==> src/sv/pdbq_pkg.sv <==
// Shared types and constants for the priority drop byte budget queue.
// No dependencies; used by the interfaces, the cell and the top level.
`timescale 1ns / 1ps
`default_nettype none

package pdbq_pkg;

  localparam int unsigned BYTES_W = 24;
  localparam int unsigned CNT_OUT_W = 7;
  localparam int unsigned CTR_W = 32;
  localparam int unsigned CFG_W = 24;
  localparam int unsigned CFG_IDX_W = 2;

  localparam logic [1:0] REQ_PUBLISH = 2'd0;
  localparam logic [1:0] REQ_FLUSH   = 2'd1;
  localparam logic [1:0] REQ_DISCARD = 2'd2;

  localparam logic [1:0] PRIO_LOW    = 2'd0;
  localparam logic [1:0] PRIO_MEDIUM = 2'd1;
  localparam logic [1:0] PRIO_HIGH   = 2'd2;
  localparam logic [1:0] PRIO_ALIAS  = 2'd3;

  localparam logic [CFG_IDX_W-1:0] CFG_ENABLE       = 2'd0;
  localparam logic [CFG_IDX_W-1:0] CFG_BYTE_BUDGET  = 2'd1;
  localparam logic [CFG_IDX_W-1:0] CFG_BP_LIMIT     = 2'd2;

  localparam logic [CFG_W-1:0] MIN_BUDGET       = CFG_W'(32 * 1024);
  localparam logic [CFG_W-1:0] MIN_BACKPRESSURE = CFG_W'(8 * 1024);

  // search token travelling along the cell row
  typedef struct packed {
    logic active;
    logic hit;
  } wave_t;

  // per-cell controls from the queue controller
  typedef struct packed {
    logic       load;
    logic       trim;
    logic       occupied;
    logic [1:0] match_prio;
  } cell_cmd_t;

endpackage

`default_nettype wire

==> src/sv/pdbq_cell.sv <==
// One queue slot of the cell row: descriptor registers and search token stage.
// Depends on pdbq_pkg for wave_t and cell_cmd_t.
`timescale 1ns / 1ps
`default_nettype none

module pdbq_cell #(
  parameter int unsigned SW = 24
) (
  input  wire                      clk,
  input  wire                      rst_n,
  input  wire pdbq_pkg::cell_cmd_t cmd,
  input  wire  [SW-1:0]            wr_size,
  input  wire  [1:0]               wr_prio,
  input  wire                      wr_drop,
  input  wire  [SW-1:0]            trim_size,
  input  wire pdbq_pkg::wave_t     wave_in,
  input  wire  [SW-1:0]            wave_size_in,
  input  wire  [SW-1:0]            nb_size,
  input  wire  [1:0]               nb_prio,
  input  wire                      nb_drop,
  output logic [SW-1:0]            size_q,
  output logic [1:0]               prio_q,
  output logic                     drop_q,
  output pdbq_pkg::wave_t          wave_out,
  output logic [SW-1:0]            wave_size_out
);

  logic [SW-1:0]   size_r, size_nxt;
  logic [1:0]      prio_r, prio_nxt;
  logic            drop_r, drop_nxt;
  pdbq_pkg::wave_t wave_r;
  logic [SW-1:0]   wave_size_r;
  logic            hit_here;
  logic            shift;

  assign hit_here = wave_r.active & ~wave_r.hit & cmd.occupied & drop_r &
                    (prio_r == cmd.match_prio);
  assign shift    = wave_r.active & (wave_r.hit | hit_here);

  assign wave_out.active = wave_r.active;
  assign wave_out.hit    = wave_r.hit | hit_here;
  assign wave_size_out   = hit_here ? size_r : wave_size_r;

  assign size_q = size_r;
  assign prio_q = prio_r;
  assign drop_q = drop_r;

  always_comb begin
    size_nxt = size_r;
    prio_nxt = prio_r;
    drop_nxt = drop_r;
    if (cmd.load) begin
      size_nxt = wr_size;
      prio_nxt = wr_prio;
      drop_nxt = wr_drop;
    end else if (cmd.trim) begin
      size_nxt = trim_size;
    end else if (shift) begin
      // close the gap: take the younger neighbour
      size_nxt = nb_size;
      prio_nxt = nb_prio;
      drop_nxt = nb_drop;
    end
  end

  always_ff @(posedge clk) begin
    size_r      <= size_nxt;
    prio_r      <= prio_nxt;
    drop_r      <= drop_nxt;
    wave_size_r <= wave_size_in;
    if (!rst_n) begin
      wave_r <= '0;
    end else begin
      wave_r <= wave_in;
    end
  end

endmodule

`default_nettype wire

==> config.mk <==
export PLATFORM = sky130hd
export DESIGN_NAME = pdbq_cell
export DESIGN_NICKNAME = d
export VERILOG_FILES = /design/src/sv/pdbq_pkg.sv /design/src/sv/pdbq_cell.sv
export SDC_FILE = /design/constraint.sdc
export NUM_CORES = 1
export LEC_CHECK = 0
export ABC_AREA = 1
export BUFFER_PORTS_ARGS = -buffer_cell sky130_fd_sc_hd__buf_2
export CAP_MARGIN = 25
export CORE_ASPECT_RATIO = 0.9
export CORE_MARGIN = 1
export CORE_UTILIZATION = 37
export DETAILED_ROUTE_END_ITERATION = 6
export GPL_TIMING_DRIVEN = 0
export PLACE_DENSITY = 0.77
export SLEW_MARGIN = 40
export SYNTH_ARGS = -nofsm -noshare
export SYNTH_HDL_FRONTEND = slang
export SYNTH_SLANG_ARGS = --single-unit
==> constraint.sdc <==
create_clock -name clk -period 1.7 [get_ports clk]
set_input_delay 0.17 -clock clk [delete_from_list [all_inputs] [get_ports clk]]
set_output_delay 0.17 -clock clk [all_outputs]
set_load 0.01 [all_outputs]
==> results of run 1 <==
## registers in the layout (all words and copies together), names as in the netlist
| register | count |
|---|---|
| wave_out | 1 |
| wave_r | 1 |
| prio_q | 2 |
| drop_q | 1 |
| wave_size_r | 24 |
| size_q | 24 |
## cells in the mapped netlist
cell type,instances
nand2_1,90
nand3_1,48
inv_1,28
edfxtp_1,27
dfxtp_1,26
o21ai_0,14
buf_2,10
o21ai_1,6
o21ai_2,4
clkbuf_1,3
buf_6,2
inv_2,2
buf_4,1
nand2_2,1
nand3_2,1
nor2_2,1
nor2_4,1
o21bai_2,1
xnor2_1,1
## stage by stage
stage | power, mW | area, um^2 | setup slack (ns) | std cells
after floorplan | 1.74 | 2310 | 0.102 | 267
after global placement | 2.01 | 3210 | 0.00251 | 499
after detailed placement | 2.03 | 3210 | -0.0236 | 499
after CTS | 3.07 | 3730 | -0.0790 | 537
after global routing | 3.22 | 3840 | -0.154 | 539
final | 3.09 | 3840 | -0.0461 | 539
## cell families after synthesis
family                 Yosys count
XOR/XNOR                         1
AND/OR/NAND/NOR                142
buffers and inverters           46
flip-flops                      53
AO/OA/AOI/OAI                   25
## final timing paths
kind | startpoint | end | slack, ns | cells after the start
min | wave_in[0] | wave_r[0] | 0.06 | 3
max | prio_q[0] | wave_size_out[12] | -0.05 | 6
min reg2reg | wave_out[1] | drop_q | 0.83 | 2
max reg2reg | prio_q[0] | size_q[18] | 0.12 | 6
## area by class of cell
type,count,area (um^2),share of cell area (%)
well taps,70,87.6,2.28
clock buffers,5,68.8,1.79
multi-input cells,169,912,23.7
inverters,30,113,2.93
plain buffers,16,129,3.36
repair buffers,193,1130,29.5
clock inverters,3,65.1,1.69
flip-flops and latches,53,1330,34.7
## timing repair
item / 4_1_cts / 5_1_grt
buffers inserted: 5 / 0
hold endpoints to repair: 24 / 0
cloned: 1 / 2
setup endpoints to repair: 48 / 51
pin swaps: 2 / 3
resized for setup: 39 / 24
hold buffers: 24 / 0
## layout by cell type (no fill, tap or decap), drive strengths merged
master	count
edfxtp	27
bufinv	2
clkbuf	10
clkinvlp	1
o21ai	24
dlygate4sd3	24
buf	180
nor2	2
dfxtp	26
xnor2	1
o21bai	1
nand3	49
nand2	92
inv	30
## layer usage
layer	part of all wire [%]	vias up	track usage, %
met5	0	-	0
met4	1.3	0	6.44
met3	4.8	11	3.12
met2	51	99	41.8
met1	42	1138	29.0
li1	-	1259	-
## power by group
part           switching [mW]  internal (mW)  total [mW]
logic                   0.296          0.281       0.577
registers              0.0619           1.46        1.52
clock network           0.410          0.584       0.994
## worst register-to-register path, cell delays in order, from the launching register on
cell,delay [ns]
edfxtp_1,0.44
xnor2_2,0.16
nand3_2,0.11
buf_6,0.16
nand2_2,0.07
nand2_2,0.14
nand2_4,0.21
==> impl_metrics.env, run 1 <==
export IMPL_endpoint_kind="primary output"
export IMPL_cp_arrival_ns=1.58
export IMPL_crit_type="flop to primary output"
export IMPL_drc=0
export IMPL_cts_clk_slew_worst_paths_ns=0.09
export IMPL_slowest_delay_ns=0.44
export IMPL_p_per_area_nw_per_um2=804
export IMPL_cts_sinks=53
export IMPL_first_global_vias=2462
export IMPL_min_period_ns=1.75
export IMPL_timing_hold_ws_ns=0.0608
export IMPL_synth_adder_area_share_pct=0
export IMPL_grt_total_usage_pct=23.3
export IMPL_synth_area_um2=2300
export IMPL_antenna_found_initial=0
export IMPL_wire_per_inst_um=14.1
export IMPL_yosys_area_top_type="edfxtp_1"
export IMPL_area_growth_pct=66.8
export IMPL_start_util_pct=39.5
export IMPL_status="finished, violations left"
export IMPL_ys_ff_latch=53
export IMPL_start_kind="flop"
export IMPL_tightest_slew_ns=0.432
export IMPL_path_max_fanout=5
export IMPL_slew_violations=0
export IMPL_synth_top_family_by_area="simple AND/OR/NAND/NOR gates"
export IMPL_skew_ns=0.00293
export IMPL_gp_congestion=0.889
export IMPL_violations="negative setup slack"
export IMPL_numCtsBuffers=5
export IMPL_dp_hpwl_um=5400
export IMPL_dr_first_iter_drc_count=78
export IMPL_p_leak_nw=2.01
export IMPL_ys_seq_area_share_pct=57.8
export IMPL_crit_chain="xnor2_2, nand3_2, buf_6, clkbuf_16, o21ai_2, buf_2"
export IMPL_cts_tree="yes"
export IMPL_worstPathRequired_ns=1.53
export IMPL_fillers=503
export IMPL_vias=2507
export IMPL_boundaryPins=164
export IMPL_hold_viol_final=0
export IMPL_slowest_stage="edfxtp_1"
export IMPL_layout_drive_gt1_share_pct=50.7
export IMPL_worstSkewPairLatency_ns=0.30
export IMPL_synth_compound_area_share_pct=6.36
export IMPL_worst_slack_ns=-0.0461
export IMPL_fp_row_count=26
export IMPL_h_tree_depth=2
export IMPL_wl_um=7570
export IMPL_worstHoldPathType="primary input to flop"
export IMPL_io_buffers=162
export IMPL_die_w_um=85.1
export IMPL_critPathTopFamily="buffers and inverters"
export IMPL_synth_cell_type_count=19
export IMPL_postLayoutCoreUtil_pct=66.0
export IMPL_cts_path_max_buffers=2
export IMPL_grt_ovfl_total=0
export IMPL_slew_limit_headroom_pct=71.2
export IMPL_die_area_um2=6540
export IMPL_die_h_um=76.8
export IMPL_syn_nets=378
export IMPL_synth_xor_area_share_pct=0.380
export IMPL_max_freq_ghz=0.573
export IMPL_synth_yosys_warnings=0
export IMPL_fin_setup_tns_ns=-0.513
export IMPL_muxShareOfSynthArea_pct=0
export IMPL_vdd_drop_max_v=0.000371
export IMPL_first_pass_iters=4
export IMPL_grt_max_degree=25
export IMPL_grt_pass1_wl_um=11800
export IMPL_drv_cap=0
export IMPL_postRouteAntennaNets=0
export IMPL_synth_cells=267
export IMPL_rsz0062_at_grt="yes"
export IMPL_crit_buf_inv=3
export IMPL_syn_area_per_cell_um2=8.62
export IMPL_n_antenna_cell=0
export IMPL_viasPerCell=4.65
export IMPL_finalCritPeriodShare_pct=103
export IMPL_root_buffer="clkbuf_8"
export IMPL_synth_simple_gate_area_share_pct=26.6
export IMPL_synthTopCellsByArea="edfxtp_1 (35%), dfxtp_1 (23%), nand2_1 (15%), nand3_1 (10%), inv_1 (4.6%)"
export IMPL_fp_coreArea_um2=5820
export IMPL_synth_top_cell_area_share_pct=35.2
export IMPL_final_setup_viol_count=23
export IMPL_fin_nets=579
No activity file was read; power rests on OpenSTA's default activity.
==> inputs of run 2 (changes only) <==
CAP_MARGIN = 20   (was 25)
MAX_ROUTING_LAYER = met4   (was default)
SKIP_LAST_GASP = 1   (was default)
==> run 2 against run 1 <==
The flow still finishes with violations (negative setup slack); critical endpoint is now wave_size_out[3]; die area stayed put; design area hardly changed; global-route usage is 0.67 points higher; final cell count stayed put; critical path type unchanged; utilization hardly changed; clock power is 0.6% lower; power is 0.17% lower; sequential share of layout area hardly changed; first-iteration DRC count is 7.7% lower; clock skew is 0.0020 ns higher; worst setup slack worse by 0.016 ns.
==> impl_metrics.env, run 2 (same netlist as run 1, synthesis figures left out) <==
export IMPL_crit_chain="xnor2_2, nand3_2, buf_6, buf_6, nand2_1, o21ai_2, buf_2"
export IMPL_viasPerCell=4.65
export IMPL_worstHoldPathType="primary input to flop"
export IMPL_path_max_fanout=7
export IMPL_start_util_pct=39.5
export IMPL_endpoint_kind="primary output"
export IMPL_cts_sinks=53
export IMPL_boundaryPins=164
export IMPL_wl_um=7640
export IMPL_min_period_ns=1.76
export IMPL_gp_congestion=0.904
export IMPL_drc=0
export IMPL_slew_violations=0
export IMPL_die_w_um=85.1
export IMPL_rsz0062_at_grt="yes"
export IMPL_dp_hpwl_um=5400
export IMPL_die_area_um2=6540
export IMPL_io_buffers=162
export IMPL_numCtsBuffers=5
export IMPL_status="finished, violations left"
export IMPL_fin_nets=579
export IMPL_h_tree_depth=2
export IMPL_crit_type="flop to primary output"
export IMPL_cp_arrival_ns=1.59
export IMPL_grt_pass1_wl_um=11800
export IMPL_vias=2508
export IMPL_fin_setup_tns_ns=-0.591
export IMPL_start_kind="flop"
export IMPL_postRouteAntennaNets=0
export IMPL_crit_top_cell="buf_6"
export IMPL_root_buffer="clkbuf_8"
export IMPL_fillers=504
export IMPL_grt_ovfl_total=0
export IMPL_final_common_cell="buf_2"
export IMPL_postLayoutCoreUtil_pct=65.9
export IMPL_dp_cells=499
export IMPL_hold_viol_final=0
export IMPL_wire_per_inst_um=14.2
export IMPL_max_freq_ghz=0.567
export IMPL_area_growth_pct=66.7
export IMPL_worstPathRequired_ns=1.53
export IMPL_cts_tree="yes"
export IMPL_antenna_found_initial=0
export IMPL_worst_slack_ns=-0.0626
export IMPL_p_per_area_nw_per_um2=803
export IMPL_cts_clk_slew_worst_paths_ns=0.10
export IMPL_dr_first_iter_drc_count=72
export IMPL_n_antenna_cell=0
export IMPL_vdd_drop_max_v=0.000371
export IMPL_layout_drive_gt1_share_pct=50.5
export IMPL_skew_ns=0.00490
export IMPL_slew_limit_headroom_pct=71.6
export IMPL_grt_total_usage_pct=23.9
export IMPL_cts_path_max_buffers=2
export IMPL_fin_cells=539
export IMPL_slowest_delay_ns=0.44
export IMPL_drv_cap=0
export IMPL_violations="negative setup slack"
export IMPL_fp_row_count=26
export IMPL_worstSkewPairLatency_ns=0.30
export IMPL_first_global_vias=2466
export IMPL_fp_coreArea_um2=5820
export IMPL_first_pass_iters=4
export IMPL_p_leak_nw=2.01
export IMPL_slowest_stage="edfxtp_1"
export IMPL_multiInputGateArea_um2=910
export IMPL_mostFrequentLayoutCells="buf_2 (170), nand2_1 (75), nand3_1 (48), inv_1 (28), edfxtp_1 (27)"
export IMPL_finalCritPeriodShare_pct=104
export IMPL_regArea_um2=1330
export IMPL_tightest_slew_ns=0.425
export IMPL_grt_max_degree=25
export IMPL_die_h_um=76.8
export IMPL_final_setup_viol_count=24
==> run 2: final timing paths <==
path	cells past startpoint	startpoint	endpoint	slack (ns)
max	7	prio_q[0]	wave_size_out[3]	-0.06
min	3	wave_in[0]	wave_r[0]	0.06
max reg2reg	6	prio_q[0]	prio_q[1]	0.12
min reg2reg	2	wave_out[1]	prio_q[0]	0.83
==> run 2: power by group <==
| part | internal (mW) | switching, mW | leakage [nW] |
|---|---|---|---|
| clock network | 0.583 | 0.405 | 0.0643 |
| logic | 0.281 | 0.297 | 1.45 |
| registers | 1.46 | 0.0611 | 0.500 |
==> run 2: per-stage QoR <==
stage                     total power, mW  setup slack (ns)  hold slack [ns]  cell area, um^2
after floorplan                      1.74             0.102            0.198             2310
after global routing                 3.22            -0.175           0.0665             3840
after detailed placement             2.03           -0.0236            0.274             3210
final                                3.08           -0.0626           0.0569             3840
after CTS                            3.07           -0.0790           0.0503             3730
after global placement               2.01           0.00251            0.273             3210
==> run 2: timing repair <==
item	CTS	global route
hold buffers	24	0
setup endpoints to repair	48	51
gates cloned	1	2
setup buffers	5	0
pin swaps	2	3
endpoints found under the hold margin	24	0
resized for setup	39	23
==> run 2: critical path, delay by kind of cell, from the launching register on <==
family / cells / cell delay [ns]
DFF: 1 / 0.44
buffers and inverters: 3 / 0.44
xor gates and xnor gates: 1 / 0.16
AOI/OAI and AO/OA: 1 / 0.06
and+or+nand+nor: 2 / 0.19
==> run 2: metal layers <==
metal,GRT usage [%],vias up,wire (um)
li1,-,1259,-
met1,29.2,1148,3310
met2,41.7,92,3920
met3,2.91,9,308
met4,6.44,0,100
met5,-,-,0
==> run 2: layout make-up <==
type                       count  area share (%)
tap                           70            2.28
inverter                      30            2.93
clock inverter                 3            1.69
buffer                        16            3.36
clock buffer                   5            1.79
sequential                    53            34.7
multi-input combinational    169            23.7
timing repair buffer         193            29.6
==> inputs of run 3 (changes only) <==
==> constraint.sdc (replaced) <==
create_clock -name clk -period 1.7 [get_ports clk]
set_input_delay 0.34 -clock clk [delete_from_list [all_inputs] [get_ports clk]]
set_output_delay 0.34 -clock clk [all_outputs]
set_load 0.01 [all_outputs]
==> run 3 against run 2 <==
The run still ends with negative setup slack left; combinational power is 6.9% lower; clock skew is 0.0013 ns lower; non-clock buffer count is 25 lower; sequential share of layout area rose by 1.9 points; critical path depth unchanged; power is 1.1% lower.
==> impl_metrics.env, run 3 (same netlist as run 1, synthesis figures left out) <==
export IMPL_fp_row_count=26
export IMPL_die_h_um=76.8
export IMPL_postRouteAntennaNets=0
export IMPL_rsz0062_at_grt="yes"
export IMPL_io_buffers=162
export IMPL_die_area_um2=6540
export IMPL_grt_total_usage_pct=23.0
export IMPL_vias=2409
export IMPL_status="finished, violations left"
export IMPL_worstPathRequired_ns=1.36
export IMPL_mostFrequentLayoutCells="buf_2 (168), nand2_1 (81), nand3_1 (48), inv_1 (28), edfxtp_1 (27)"
export IMPL_comb_power_share_pct=17.6
export IMPL_slew_violations=0
export IMPL_root_buffer="clkbuf_8"
export IMPL_h_tree_depth=2
export IMPL_grt_pass1_wl_um=11400
export IMPL_dp_cells=499
export IMPL_min_period_ns=1.93
export IMPL_boundaryPins=164
export IMPL_numCtsBuffers=5
export IMPL_p_switching_mw=0.758
export IMPL_grtUsageMet1_pct=28.4
export IMPL_endpoint_kind="primary output"
export IMPL_violations="negative setup slack"
export IMPL_fp_coreArea_um2=5820
export IMPL_p_leak_nw=1.92
export IMPL_cts_hold_fix_buffers=0
export IMPL_start_util_pct=39.5
export IMPL_worstSkewPairLatency_ns=0.30
export IMPL_n_antenna_cell=0
export IMPL_use_met2_pct=38.8
export IMPL_fin_nets=555
export IMPL_final_common_cell="buf_2"
export IMPL_hold_viol_final=0
export IMPL_antenna_found_initial=0
export IMPL_cp_arrival_ns=1.59
export IMPL_slew_limit_headroom_pct=70.5
export IMPL_drc=0
export IMPL_max_freq_ghz=0.518
export IMPL_vdd_drop_max_v=0.000389
export IMPL_dr_first_iter_drc_count=56
export IMPL_wl_um=7080
export IMPL_viasPerCell=4.68
export IMPL_p_per_area_nw_per_um2=836
export IMPL_cts_sinks=53
export IMPL_p_int_mw=2.29
export IMPL_worst_slack_ns=-0.229
export IMPL_cts_tree="yes"
export IMPL_dp_hpwl_um=5400
export IMPL_power_share_sequential_pct=49.7
export IMPL_grt_use_met3_pct=3.34
export IMPL_grt_ovfl_total=0
export IMPL_p_clk_share_pct=32.6
export IMPL_first_pass_iters=4
export IMPL_skew_ns=0.00360
export IMPL_die_w_um=85.1
export IMPL_wire_per_inst_um=13.7
export IMPL_layout_drive_gt1_share_pct=51.7
export IMPL_top_usage_layer="met2"
export IMPL_gp_congestion=0.904
export IMPL_switching_share_pct=24.9
export IMPL_area_growth_pct=58.4
export IMPL_grt_max_degree=17
export IMPL_final_setup_viol_count=25
export IMPL_path_max_fanout=6
export IMPL_fin_cells=515
export IMPL_finalCritPeriodShare_pct=113
export IMPL_cts_clk_slew_worst_paths_ns=0.10
export IMPL_drv_cap=0
export IMPL_worstHoldPathType="primary input to flop"
export IMPL_start_kind="flop"
export IMPL_tightest_slew_ns=0.442
export IMPL_cts_path_max_buffers=2
export IMPL_first_global_vias=2388
export IMPL_timing_hold_ws_ns=0.132
export IMPL_crit_type="flop to primary output"
==> run 3: cell type report <==
class	instances	area (um^2)
buffer	16	129
fill	522	2180
timing repair buffer	168	915
multi-input combinational	170	936
clock inverter	3	65.1
clock buffer	5	68.8
tap	70	87.6
inverter	30	113
sequential	53	1330
==> run 3: power by group through the flow <==
stage,registers (mW),logic (mW),clock network [mW]
CTS,1.51,0.521,1.00
floorplan,1.55,0.191,0
global placement,1.54,0.477,0
finish,1.52,0.538,0.994
global route,1.53,0.598,1.06
detailed placement,1.54,0.485,0
==> run 3: through the flow <==
| step | worst slack, ns | util (%) | cell area, um^2 | setup TNS (ns) | power (mW) |
|---|---|---|---|---|---|
| 6_report | -0.229 | 62.6 | 3650 | -5.00 | 3.05 |
| 3_5_place_dp | -0.0781 | 55.1 | 3210 | -1.86 | 2.03 |
| 4_1_cts | -0.249 | 61.4 | 3570 | -6.07 | 3.04 |
| 3_3_place_gp | -0.0610 | 55.1 | 3210 | -1.45 | 2.01 |
| 2_1_floorplan | 0.102 | - | 2310 | 0 | 1.74 |
| 5_1_grt | -0.342 | 62.6 | 3650 | -7.91 | 3.19 |
==> run 3: path summary, 6_finish.rpt <==
| check | from | endpoint | slack, ns | cells past startpoint |
|---|---|---|---|---|
| setup / recovery | prio_q[0] | wave_size_out[3] | -0.23 | 7 |
| hold / removal | wave_size_in[8] | wave_size_r[8] | 0.13 | 1 |
| hold reg to reg | wave_out[1] | drop_q | 0.76 | 2 |
| setup reg to reg | prio_q[0] | prio_q[1] | 0.06 | 7 |
==> run 3: per-layer routing <==
metal / up-vias / routed length [um]
li1: 1217 / -
met1: 1092 / 3050
met2: 90 / 3580
met3: 10 / 335
met4: 0 / 115
met5: - / 0
==> run 3: what timing repair did <==
item,4_1_cts,5_1_grt
setup buffers,4,0
pin swaps,4,1
endpoints found under the setup margin,49,52
resized for setup,45,16
gates cloned,4,0
==> run 3: worst max-delay path: stages, from the launching register on <==
cell and delay, ns:
edfxtp_1 0.44, xnor2_2 0.16, nand3_2 0.12, buf_6 0.16
buf_12 0.13, nand2_1 0.08, o21ai_2 0.06, buf_2 0.14
